--- src/rtl/core/ulb_pkg.sv ---
`timescale 1ns / 1ps
`default_nettype none
package ulb_pkg;

    localparam int LED_NUM_DEF     = 8;
    localparam int LINE_DEPTH_DEF  = 32;
    localparam int PATTERN_LEN     = 16;
    localparam int MSG_LEN         = 26;

    localparam logic [7:0] CHAR_CR    = 8'h0D;
    localparam logic [7:0] CHAR_LF    = 8'h0A;
    localparam logic [7:0] CHAR_SPACE = 8'h20;
    localparam logic [7:0] CHAR_Z     = 8'h5A;
    localparam logic [7:0] CHAR_S     = 8'h53;
    localparam logic [7:0] CHAR_B     = 8'h42;
    localparam logic [7:0] CHAR_LZ    = 8'h7A;
    localparam logic [7:0] CHAR_LB    = 8'h62;
    localparam logic [7:0] CHAR_0     = 8'h30;
    localparam logic [7:0] CHAR_5     = 8'h35;
    localparam logic [7:0] CHAR_9     = 8'h39;
    localparam logic [7:0] CHAR_E     = 8'h45;

    localparam logic [15:0] PATTERN_RESET = 16'hFF00;
    localparam logic [15:0] PERIOD_RESET  = 16'd125;
    localparam logic [15:0] MIN_PERIOD_RESET = 16'd80;

    typedef enum logic [1:0] {
        JOB_TICK,
        JOB_LINE,
        JOB_LONG
    } job_kind_t;

    typedef struct packed {
        job_kind_t kind;
    } job_t;

    typedef enum logic [3:0] {
        ST_IDLE,
        ST_TICK,
        ST_LONG,
        ST_CMD,
        ST_ZSET,
        ST_ZREP,
        ST_BSKIP,
        ST_BDIG,
        ST_BCONV,
        ST_BREP,
        ST_CLEAR
    } back_state_t;

    function automatic logic [15:0] code_mask(input logic [2:0] k);
        logic [15:0] m;
        begin
            unique case (k)
                3'd0: m = 16'h0000;
                3'd1: m = 16'hFFFF;
                3'd2: m = 16'hFF00;
                3'd3: m = 16'hF0F0;
                3'd4: m = 16'hCCCC;
                3'd5: m = 16'hAAAA;
                default: m = 16'h0000;
            endcase
            return m;
        end
    endfunction

    function automatic logic [7:0] pattern_code(input logic [15:0] p);
        logic [7:0] c;
        begin
            priority if (p == 16'h0000) c = 8'h30;
            else if (p == 16'hFFFF) c = 8'h31;
            else if (p == 16'hFF00) c = 8'h32;
            else if (p == 16'hF0F0) c = 8'h33;
            else if (p == 16'hCCCC) c = 8'h34;
            else if (p == 16'hAAAA) c = 8'h35;
            else c = CHAR_E;
            return c;
        end
    endfunction

    function automatic logic [7:0] long_msg(input logic [4:0] i);
        logic [7:0] c;
        begin
            unique case (i)
                5'd0: c = "C";  5'd1: c = "o";  5'd2: c = "m";  5'd3: c = "m";
                5'd4: c = "a";  5'd5: c = "n";  5'd6: c = "d";  5'd7: c = " ";
                5'd8: c = "t";  5'd9: c = "o";  5'd10: c = "o"; 5'd11: c = " ";
                5'd12: c = "l"; 5'd13: c = "o"; 5'd14: c = "n"; 5'd15: c = "g";
                5'd16: c = ","; 5'd17: c = " "; 5'd18: c = "i"; 5'd19: c = "g";
                5'd20: c = "n"; 5'd21: c = "o"; 5'd22: c = "r"; 5'd23: c = "i";
                5'd24: c = "n"; 5'd25: c = "g";
                default: c = 8'h00;
            endcase
            return c;
        end
    endfunction

endpackage
`default_nettype wire

--- src/rtl/core/uart_led_blink_command_controller_core.sv ---
`timescale 1ns / 1ps
`default_nettype none
// Channel   | Handshake               | Content
// s_axis    | s_tvalid / s_tready     | tuser = operation, tdata = rx_byte
// m_axis    | m_tvalid / m_tready     | tdata = led_update..tx_byte, tlast = last
// config    | cfg_valid / cfg_ready   | cfg_data = min_period_ms
// A tick passes through the back end and waits while the result register is held.
// A line end walks the line buffer byte by byte through its read port, and then
// emits one reply beat per cycle while the result register is not held.
// A two-entry job queue lets input beats be taken while the back end runs a tick;
// input waits from a queued line or overflow job until that line is cleared.
// Reset is synchronous; the line buffer holds stale bytes, masked by the length.
module uart_led_blink_command_controller_core #(
    parameter int LED_NUM    = ulb_pkg::LED_NUM_DEF,
    parameter int LINE_DEPTH = ulb_pkg::LINE_DEPTH_DEF
) (
    input  wire logic        aclk,
    input  wire logic        aresetn,
    input  wire logic        s_tvalid,
    output logic             s_tready,
    input  wire logic [7:0]  s_tdata,   // rx_byte
    input  wire logic        s_tuser,   // operation
    output logic             m_tvalid,
    input  wire logic        m_tready,
    output logic [23:0]      m_tdata,   // led_update, led_levels, tx_valid, tx_byte, pad
    output logic             m_tlast,   // last
    input  wire logic        cfg_valid,
    output logic             cfg_ready,
    input  wire logic [15:0] cfg_data   // min_period_ms
);
    localparam int LW = $clog2(LINE_DEPTH + 1);

    logic [15:0] minp_reg;
    logic        line_free, clear_line, job_valid, job_take;
    ulb_pkg::job_t job;
    logic [$clog2(LINE_DEPTH)-1:0] rd_addr;
    logic [7:0]  rd_data;
    logic [LW-1:0] line_len;
    logic        o_led, o_tx;
    logic [7:0]  o_lv, o_byte;

    assign cfg_ready = 1'b1;
    always_ff @(posedge aclk) begin
        if (!aresetn) minp_reg <= ulb_pkg::MIN_PERIOD_RESET;
        else if (cfg_valid) minp_reg <= cfg_data;
    end

    ulb_front #(.LINE_DEPTH(LINE_DEPTH)) u_front (
        .aclk, .aresetn,
        .in_valid(s_tvalid), .in_ready(s_tready), .in_op(s_tuser), .in_byte(s_tdata),
        .line_free, .rd_addr, .rd_data, .line_len, .clear_line,
        .job_valid, .job, .job_take
    );

    ulb_back #(.LED_NUM(LED_NUM), .LINE_DEPTH(LINE_DEPTH)) u_back (
        .aclk, .aresetn, .min_period(minp_reg),
        .job_valid, .job, .job_take, .line_free, .rd_addr, .rd_data, .line_len,
        .clear_line,
        .out_valid(m_tvalid), .out_ready(m_tready), .out_led(o_led), .out_levels(o_lv),
        .out_tx(o_tx), .out_byte(o_byte), .out_last(m_tlast)
    );

    assign m_tdata = {6'b0, o_byte, o_tx, o_lv, o_led};
endmodule
`default_nettype wire

--- src/rtl/core/ulb_front.sv ---
`timescale 1ns / 1ps
`default_nettype none
// Accepts input beats, stores line bytes and queues jobs for the back end.
module ulb_front #(
    parameter int LINE_DEPTH = ulb_pkg::LINE_DEPTH_DEF,
    parameter int LW = $clog2(LINE_DEPTH + 1)
) (
    input  wire logic                          aclk,
    input  wire logic                          aresetn,
    input  wire logic                          in_valid,
    output logic                               in_ready,
    input  wire logic                          in_op,
    input  wire logic [7:0]                    in_byte,
    input  wire logic                          line_free,
    input  wire logic [$clog2(LINE_DEPTH)-1:0] rd_addr,
    output logic [7:0]                         rd_data,
    output logic [LW-1:0]                      line_len,
    input  wire logic                          clear_line,
    output logic                               job_valid,
    output ulb_pkg::job_t                      job,
    input  wire logic                          job_take
);
    localparam int AW = $clog2(LINE_DEPTH);
    localparam int QD = 2;

    logic [7:0]    mem [LINE_DEPTH];
    logic [LW-1:0] len_reg, len_next;
    ulb_pkg::job_t q_reg [QD];
    logic [1:0]    cnt_reg, cnt_next;
    logic          rp_reg, wp_reg;
    logic          busy_reg;
    logic          acc, push;
    ulb_pkg::job_t new_job;

    // Every byte needs queue room, also one that only fills the line and queues no job.
    // Once a line or overflow job is queued, input waits until the line is cleared,
    // so that the line stays still while the back end reads it.
    assign in_ready = (cnt_reg != 2'(QD)) && line_free && !busy_reg;
    assign acc      = in_valid && in_ready;

    always_comb begin
        new_job.kind = ulb_pkg::JOB_TICK;
        push = 1'b0;
        len_next = len_reg;
        if (acc) begin
            if (in_op) begin
                push = 1'b1;
            end else if (len_reg == LW'(LINE_DEPTH)) begin
                new_job.kind = ulb_pkg::JOB_LONG;
                push = 1'b1;
            end else if (in_byte == ulb_pkg::CHAR_CR) begin
                new_job.kind = ulb_pkg::JOB_LINE;
                push = 1'b1;
            end else begin
                len_next = len_reg + 1'b1;
            end
        end
        if (clear_line) len_next = '0;
        cnt_next = cnt_reg + {1'b0, push} - {1'b0, job_take};
    end

    always_ff @(posedge aclk) begin
        if (acc && !in_op && len_reg != LW'(LINE_DEPTH) && in_byte != ulb_pkg::CHAR_CR)
            mem[len_reg[AW-1:0]] <= in_byte;
        rd_data <= mem[rd_addr];
        if (push) q_reg[wp_reg] <= new_job;
    end

    always_ff @(posedge aclk) begin
        if (!aresetn) begin
            len_reg  <= '0;
            cnt_reg  <= '0;
            rp_reg   <= 1'b0;
            wp_reg   <= 1'b0;
            busy_reg <= 1'b0;
        end else begin
            len_reg <= len_next;
            cnt_reg <= cnt_next;
            if (push) wp_reg <= ~wp_reg;
            if (job_take) rp_reg <= ~rp_reg;
            if (clear_line) busy_reg <= 1'b0;
            else if (push && new_job.kind != ulb_pkg::JOB_TICK) busy_reg <= 1'b1;
        end
    end

    assign line_len  = len_reg;
    assign job_valid = cnt_reg != 2'd0;
    assign job       = q_reg[rp_reg];
endmodule
`default_nettype wire

--- src/rtl/core/ulb_back.sv ---
`timescale 1ns / 1ps
`default_nettype none
// Runs queued jobs: LED steps, overflow message and line commands.
module ulb_back #(
    parameter int LED_NUM    = ulb_pkg::LED_NUM_DEF,
    parameter int LINE_DEPTH = ulb_pkg::LINE_DEPTH_DEF,
    parameter int LW = $clog2(LINE_DEPTH + 1)
) (
    input  wire logic                          aclk,
    input  wire logic                          aresetn,
    input  wire logic [15:0]                   min_period,
    input  wire logic                          job_valid,
    input  wire ulb_pkg::job_t                 job,
    output logic                               job_take,
    output logic                               line_free,
    output logic [$clog2(LINE_DEPTH)-1:0]      rd_addr,
    input  wire logic [7:0]                    rd_data,
    input  wire logic [LW-1:0]                 line_len,
    output logic                               clear_line,
    output logic                               out_valid,
    input  wire logic                          out_ready,
    output logic                               out_led,
    output logic [7:0]                         out_levels,
    output logic                               out_tx,
    output logic [7:0]                         out_byte,
    output logic                               out_last
);
    localparam int AW = $clog2(LINE_DEPTH);
    localparam int LI = (LED_NUM > 1) ? $clog2(LED_NUM) : 1;

    ulb_pkg::back_state_t st_reg, st_next;
    logic [15:0] pat_reg [LED_NUM];
    logic [15:0] period_reg, tick_reg;
    logic [3:0]  bit_reg;
    logic [LW:0] pos_reg, pos_next;     // line position
    logic        rd_ok_reg;             // read data belongs to pos_reg
    logic [16:0] val_reg;
    logic [7:0]  dig_reg [5];
    logic [2:0]  nd_reg;
    logic [4:0]  step_reg;

    logic [7:0] cur_char;
    logic       free_out;
    logic       emit, emit_last;
    logic [7:0] emit_byte;
    logic [15:0] tick_inc;
    logic [7:0]  lv;
    logic        tick_fire, out_set, conv_done;
    logic [31:0] div_prod;
    logic [12:0] div_q;
    logic [3:0]  div_r;

    assign free_out = !out_valid || out_ready;
    assign cur_char = (pos_reg < (LW+1)'(line_len) && pos_reg < (LW+1)'(LINE_DEPTH))
                      ? rd_data : 8'h00;
    assign rd_addr  = pos_next[AW-1:0];
    assign tick_inc = tick_reg + 16'd1;
    assign tick_fire = st_reg == ulb_pkg::ST_TICK && !(tick_inc < period_reg) && free_out;
    assign out_set   = tick_fire || (emit && free_out);

    // Decimal digits by reciprocal multiplication; exact for values below 81920.
    assign div_prod  = val_reg[15:0] * 16'hCCCD;
    assign div_q     = div_prod[31:19];
    assign div_r     = 4'(val_reg[15:0] - 16'({div_q, 3'b000}) - 16'({div_q, 1'b0}));
    // A value of zero still gives one digit.
    assign conv_done = (val_reg == 17'd0 && nd_reg != 3'd0) || nd_reg == 3'd5;

    always_comb begin
        lv = '0;
        for (int i = 0; i < LED_NUM && i < 8; i++) lv[i] = pat_reg[i][bit_reg];
    end

    // Reply character for the current step.
    always_comb begin
        emit = 1'b0;
        emit_last = 1'b0;
        emit_byte = 8'h00;
        unique case (st_reg)
            ulb_pkg::ST_LONG: begin
                emit = 1'b1;
                emit_byte = ulb_pkg::long_msg(step_reg);
                emit_last = step_reg == 5'(ulb_pkg::MSG_LEN - 1);
            end
            ulb_pkg::ST_ZREP: begin
                emit = 1'b1;
                if (step_reg == 5'd0) emit_byte = ulb_pkg::CHAR_LZ;
                else if (step_reg == 5'd1) emit_byte = ulb_pkg::CHAR_SPACE;
                else if (step_reg < 5'(LED_NUM + 2))
                    emit_byte = ulb_pkg::pattern_code(pat_reg[LI'(step_reg - 5'd2)]);
                else if (step_reg == 5'(LED_NUM + 2)) emit_byte = ulb_pkg::CHAR_CR;
                else begin
                    emit_byte = ulb_pkg::CHAR_LF;
                    emit_last = 1'b1;
                end
            end
            ulb_pkg::ST_BREP: begin
                emit = 1'b1;
                if (step_reg == 5'd0) emit_byte = ulb_pkg::CHAR_LB;
                else if (step_reg == 5'd1) emit_byte = ulb_pkg::CHAR_SPACE;
                else if (step_reg == 5'd2) emit_byte = dig_reg[nd_reg - 3'd1];
                else if (step_reg == 5'd3) emit_byte = ulb_pkg::CHAR_CR;
                else begin
                    emit_byte = ulb_pkg::CHAR_LF;
                    emit_last = 1'b1;
                end
            end
            default: ;
        endcase
    end

    always_comb begin
        st_next = st_reg;
        pos_next = pos_reg;
        unique case (st_reg)
            ulb_pkg::ST_IDLE: begin
                pos_next = '0;
                if (job_valid) begin
                    unique case (job.kind)
                        ulb_pkg::JOB_TICK: st_next = ulb_pkg::ST_TICK;
                        ulb_pkg::JOB_LONG: st_next = ulb_pkg::ST_LONG;
                        default:           st_next = ulb_pkg::ST_CMD;
                    endcase
                end
            end
            ulb_pkg::ST_TICK:
                if (tick_inc < period_reg) st_next = ulb_pkg::ST_IDLE;
                else if (free_out) st_next = ulb_pkg::ST_IDLE;
            ulb_pkg::ST_LONG:
                if (free_out && emit_last) st_next = ulb_pkg::ST_CLEAR;
            ulb_pkg::ST_CMD: begin
                if (!rd_ok_reg) begin
                    pos_next = pos_reg;
                end else if (cur_char == ulb_pkg::CHAR_Z) begin
                    st_next = ulb_pkg::ST_ZSET;
                    pos_next = (LW+1)'(2);
                end else if (cur_char == ulb_pkg::CHAR_S) begin
                    st_next = ulb_pkg::ST_ZREP;
                end else if (cur_char == ulb_pkg::CHAR_B) begin
                    st_next = ulb_pkg::ST_BSKIP;
                    pos_next = (LW+1)'(2);
                end else begin
                    st_next = ulb_pkg::ST_CLEAR;
                end
            end
            ulb_pkg::ST_ZSET:
                if (rd_ok_reg) begin
                    if (pos_reg == (LW+1)'(LED_NUM + 1)) st_next = ulb_pkg::ST_ZREP;
                    else pos_next = pos_reg + 1'b1;
                end
            ulb_pkg::ST_ZREP:
                if (free_out && emit_last) st_next = ulb_pkg::ST_CLEAR;
            ulb_pkg::ST_BSKIP:
                if (rd_ok_reg) begin
                    if (pos_reg >= (LW+1)'(LINE_DEPTH)) st_next = ulb_pkg::ST_BDIG;
                    else if (cur_char == ulb_pkg::CHAR_SPACE ||
                             (cur_char >= 8'h09 && cur_char <= ulb_pkg::CHAR_CR))
                        pos_next = pos_reg + 1'b1;
                    else st_next = ulb_pkg::ST_BDIG;
                end
            ulb_pkg::ST_BDIG:
                if (rd_ok_reg) begin
                    if (pos_reg < (LW+1)'(LINE_DEPTH) && cur_char >= ulb_pkg::CHAR_0
                        && cur_char <= ulb_pkg::CHAR_9)
                        pos_next = pos_reg + 1'b1;
                    else st_next = ulb_pkg::ST_BCONV;
                end
            ulb_pkg::ST_BCONV:
                if (conv_done) st_next = ulb_pkg::ST_BREP;
            ulb_pkg::ST_BREP:
                if (free_out && emit_last) st_next = ulb_pkg::ST_CLEAR;
            ulb_pkg::ST_CLEAR:
                st_next = ulb_pkg::ST_IDLE;
            default: st_next = ulb_pkg::ST_IDLE;
        endcase
    end

    assign job_take   = st_reg == ulb_pkg::ST_IDLE && job_valid;
    assign clear_line = st_reg == ulb_pkg::ST_CLEAR;
    // The line buffer is held still while a line or overflow job is pending.
    assign line_free  = st_reg == ulb_pkg::ST_IDLE || st_reg == ulb_pkg::ST_TICK;

    always_ff @(posedge aclk) begin
        if (!aresetn) begin
            st_reg     <= ulb_pkg::ST_IDLE;
            period_reg <= ulb_pkg::PERIOD_RESET;
            tick_reg   <= '0;
            bit_reg    <= '0;
            out_valid  <= 1'b0;
            for (int i = 0; i < LED_NUM; i++) pat_reg[i] <= ulb_pkg::PATTERN_RESET;
        end else begin
            st_reg <= st_next;
            out_valid <= out_set || (out_valid && !out_ready);
            if (st_reg == ulb_pkg::ST_TICK) begin
                if (tick_inc < period_reg) begin
                    tick_reg <= tick_inc;
                end else if (free_out) begin
                    tick_reg <= '0;
                    bit_reg  <= bit_reg + 4'd1;
                end
            end
            if (st_reg == ulb_pkg::ST_ZSET && rd_ok_reg &&
                cur_char >= ulb_pkg::CHAR_0 && cur_char <= ulb_pkg::CHAR_5)
                pat_reg[LI'(pos_reg - (LW+1)'(2))] <= ulb_pkg::code_mask(3'(cur_char - ulb_pkg::CHAR_0));
            // The first conversion cycle still holds the clamped period.
            if (st_reg == ulb_pkg::ST_BCONV && step_reg == 5'd0)
                period_reg <= val_reg[15:0];
        end
    end

    always_ff @(posedge aclk) begin
        pos_reg   <= pos_next;
        rd_ok_reg <= (pos_next == pos_reg) && (st_reg != ulb_pkg::ST_IDLE);
        if (tick_fire) begin
            out_led <= 1'b1; out_levels <= lv; out_tx <= 1'b0; out_byte <= 8'h00;
            out_last <= 1'b1;
        end
        if (emit && free_out) begin
            out_led <= 1'b0; out_levels <= 8'h00; out_tx <= 1'b1; out_byte <= emit_byte;
            out_last <= emit_last;
        end
        if (st_reg == ulb_pkg::ST_IDLE || st_reg == ulb_pkg::ST_ZSET) begin
            step_reg <= '0;
        end else if (st_reg == ulb_pkg::ST_BDIG && st_next == ulb_pkg::ST_BCONV) begin
            step_reg <= '0;
        end else if (st_reg == ulb_pkg::ST_BCONV) begin
            step_reg <= conv_done ? 5'd0 : 5'd1;
        end else if (emit && free_out) begin
            // The digit step repeats until every digit has gone out.
            if (st_reg == ulb_pkg::ST_BREP && step_reg == 5'd2 && nd_reg > 3'd1)
                step_reg <= 5'd2;
            else
                step_reg <= step_reg + 5'd1;
        end
        if (st_reg == ulb_pkg::ST_BSKIP) begin
            val_reg <= '0; nd_reg <= '0;
        end
        if (st_reg == ulb_pkg::ST_BDIG && rd_ok_reg && st_next == ulb_pkg::ST_BDIG) begin
            if (({val_reg, 3'b0} + {2'b0, val_reg, 1'b0} + 20'(cur_char - ulb_pkg::CHAR_0))
                > 20'd65535)
                val_reg <= 17'd65535;
            else
                val_reg <= 17'(({val_reg, 3'b0} + {2'b0, val_reg, 1'b0})
                               + 20'(cur_char - ulb_pkg::CHAR_0));
        end
        if (st_reg == ulb_pkg::ST_BDIG && st_next == ulb_pkg::ST_BCONV) begin
            if (val_reg < {1'b0, min_period}) val_reg <= {1'b0, min_period};
        end
        if (st_reg == ulb_pkg::ST_BCONV && !conv_done) begin
            dig_reg[nd_reg] <= ulb_pkg::CHAR_0 + {4'b0, div_r};
            val_reg <= {4'b0, div_q};
            nd_reg  <= nd_reg + 3'd1;
        end
        if (st_reg == ulb_pkg::ST_BREP && emit && free_out) begin
            if (step_reg == 5'd2 && nd_reg > 3'd1)
                nd_reg <= nd_reg - 3'd1;
        end
    end
endmodule
`default_nettype wire

--- config.mk ---
export PLATFORM = sky130hd
export DESIGN_NAME = uart_led_blink_command_controller_core
export DESIGN_NICKNAME = d
export VERILOG_FILES = /design/src/rtl/core/ulb_pkg.sv /design/src/rtl/core/uart_led_blink_command_controller_core.sv /design/src/rtl/core/ulb_front.sv /design/src/rtl/core/ulb_back.sv
export SDC_FILE = /design/constraint.sdc
export NUM_CORES = 1
export LEC_CHECK = 0
export BUFFER_PORTS_ARGS = -buffer_cell sky130_fd_sc_hd__buf_2
export CAP_MARGIN = 20
export CORE_UTILIZATION = 51
export CTS_CLUSTER_DIAMETER = 60
export DETAILED_ROUTE_END_ITERATION = 12
export PLACE_DENSITY = 0.67
export SLEW_MARGIN = 20
export SYNTH_ARGS = -nofsm -noshare
export SYNTH_HDL_FRONTEND = slang
export SYNTH_SLANG_ARGS = --single-unit
--- constraint.sdc ---
create_clock -name aclk -period 10.6 [get_ports aclk]
set_input_delay 0.53 -clock aclk [delete_from_list [all_inputs] [get_ports aclk]]
set_output_delay 0.53 -clock aclk [all_outputs]
set_load 0.01 [all_outputs]
==> run metrics <==
CTS Buf Count 60; layout overhead on the synthesized area 9.59%; WL final 85.6 mm; max reg flops 256; FF-to-FF path depth 21; CTS H-tree depth 2; crit start category flop; outcome complete, no violations; crit-path most repeated cell fa_1; final setup violating endpoints 0; Period minus WS final 7.12 ns; top-area cell type share of the netlist area 0.389; HP Class in2reg; maximum fanout along the worst path 10; RSZ-0062 raised after global routing no; routed len/inst 22.6 microns; largest net degree at the start of global routing 98; critical path class reg2reg; Synth Warn # 0; hold_buf cts 0; clk sinks 543; layout cells sized above 1 0.105; I/O pins 58; CP cell instances inv_1 > ha_1 > inv_1 > fa_1 > inv_1 > fa_1 > fa_1 > fa_1 > fa_1 > ha_1 > and4_1 > o21ai_0 > or3_1 > o22a_1 > o311ai_1 > a31oi_1 > o21ai_1 > a21o_1 > a21oi_1 > xnor2_1 > o21ai_1; r2r setup slk 3.48 ns; GRT overflow 0; GRT Total Usage 0.271; final period utilization 0.671; ys async rst share 0; dominant cells by area after synthesis edfxtp_1 39%, ha_1 8.9%, dfxtp_1 7.9%, fa_1 6.1%, mux4_2 4.1%; vias post-DR 23,000; Residual DRC 0; DRT iter0 DRCs 1,845; postcts setup bufs 0; clock root buffer clkbuf_16; GPL Wtd Cong 0.965; worst slew pin tran 1.11 ns; Netlist cell types 92; CTS resizes 0; maximum VDD drop 133 uV; Max Transition Viols Final 0; Hold Vio Cnt, Final 0; CTS max path bufs 3; number of global-route vias before repair 23,200; cell leakage power 0.0139 uW; Worst path max stage delay 0.64 ns; worst r2r dst u_back.val_reg[12]; CTS tree yes; first-pass GRT wire length 134 mm; FF-to-FF Start u_back.val_reg[3]; Die Width 253 microns; EDFF count, synth 416; sequential share of the synthesized area 0.469; max-capacitance violation count 0; hold path start cfg_data[12]; largest area contributor in the netlist edfxtp_1; Reg clk slew, reported paths 0.06 ns; area of the core region 61,900 sq um; clock latency on the worst-skew pair 0.63 ns; Port-buffer cells 49; FMAX 141 MHz; FP Rows 91; synthesized instance count 2,906; Synth Flop Type edfxtp_1; initial antenna violation count 0; post-layout util 0.568; syn avg cell area 11.0 sq um; Pre-antenna DRT Iters 5; WHS Path Cells 3; Die Y 253 microns; Worst Path Arrival 7.59 ns; Vias/cell 6.07; CP Capture Type flop; Slew Limit Headroom 0.263; WP data required 11.08 ns; Post-DP HPWL 60.5 mm; Setup TNS 0 ns; total power 6560 uW; Layout Nets 3,257; Synth Register Bits 543; DRT antenna net count 0; Power Dens Cells 187 nW/um^2; synthesized cell area 32,100 sq um; Die Area 63,900 sq um; Hold EP minp_reg[12]; CP max stage cell dfxtp_1; Starting Density 0.518; Layout Skew 0.0104 ns
-- cells by family (layout without fill, tap and decap cells) --
kind of cell	Yosys count	after routing	synth area share
AO/OA/AOI/OAI	564	564	0.116
XOR/XNOR	66	66	0.0180
adder cells (fa/ha/maj)	324	324	0.149
buffers and inverters	397	440	0.0512
other	2	9	0.000234
multiplexers	127	127	0.0631
AND/OR/NAND/NOR	883	883	0.134
flip-flops	543	543	0.469
-- cell usage in the layout, fill, tap and decap left out, drive strengths merged, types with 8 or more instances in the layout --
cell      n
mux2     18
xor2     29
a221oi   11
nor2b    19
clkinv   23
xnor2    37
a31oi    19
nor2    208
conb      8
o21ai   139
bufinv   15
a21oi   130
buf      82
a22oi     8
nor4     30
clkbuf   67
a32o     10
o31ai     9
ha      227
or3      10
o21a     12
nand4    24
dfxtp   127
a311oi    9
inv     247
mux2i    51
a21o     17
mux4     58
nand3    80
and2     14
nor3     47
and3    113
nand2   286
a211oi  120
nand2b   13
fa       97
nor3b     8
or2       8
o211ai   24
edfxtp  416
-- routing by layer --
metal	vias to the layer above	global-route usage	part of all wire
met5	-	0	0
met3	174	0.0372	0.065
met1	11400	0.376	0.44
li1	10600	-	-
met2	866	0.437	0.47
met4	0	0.0952	0.034
-- synthesized netlist by cell type (19+ instances only) --
cell type,number
edfxtp_1,416
xor2_1,29
o21ai_1,56
a21oi_1,126
ha_1,227
nor3_1,42
inv_1,238
nand3_1,80
o211ai_1,23
buf_2,40
nand2_1,285
and3_1,113
nor2b_1,19
clkbuf_1,82
nand4_1,24
o21ai_0,82
mux2i_1,51
mux4_2,58
nor4_1,22
fa_1,97
nor2_1,207
dfxtp_1,127
xnor2_1,37
a211oi_1,120
a31oi_1,19
buf_4,19
-- layout make-up --
cell class	instances	area, sq um
diodes	1	2.50
clock buffers	67	1540
inverters	244	918
repair buffers	82	497
well taps	837	1050
fillers	5198	26800
multi-input cells	1972	15500
flip-flops and latches	543	15000
clock inverters	47	661
-- metrics by stage --
step | instances | setup slack [ns] | area (sq um) | hold slack (ns)
finish | 3793 | 3.48 | 35200 | 0.140
global route | 3792 | 3.07 | 35200 | 0.125
CTS | 3792 | 3.52 | 35200 | 0.106
detailed placement | 3678 | 3.56 | 33000 | 0.445
global placement | 3677 | 3.64 | 32900 | 0.431
floorplan | 2912 | 4.53 | 32100 | 0.423
-- worst max path at each step --
stage	slack (ns)	end	cells past startpoint	from
after global routing	3.07	u_back.val_reg[12]	21	u_back.val_reg[3]
after floorplan	4.53	u_back.val_reg[12]	21	u_back.val_reg[5]
after global placement	3.64	u_back.val_reg[12]	21	u_back.val_reg[4]
after detailed placement	3.56	u_back.val_reg[12]	21	u_back.val_reg[3]
after CTS	3.52	u_back.val_reg[12]	21	u_back.val_reg[3]
final	3.48	u_back.val_reg[12]	21	u_back.val_reg[3]
-- critical path: cells and delay by family, from the launching register on --
family | cells | cell delay (ns)
AO/OA/AOI/OAI | 8 | 1.88
XOR/XNOR | 1 | 0.14
adder cells (fa/ha/maj) | 7 | 3.35
buffers and inverters | 3 | 0.35
flip-flops | 1 | 0.64
AND/OR/NAND/NOR | 2 | 0.60
-- where the power goes --
group / internal (uW) / switching (uW)
combinational: 581 / 1210
clock: 1420 / 902
sequential: 2370 / 88.9
total: 4360 / 2200
(Power assumes the default switching activity.)
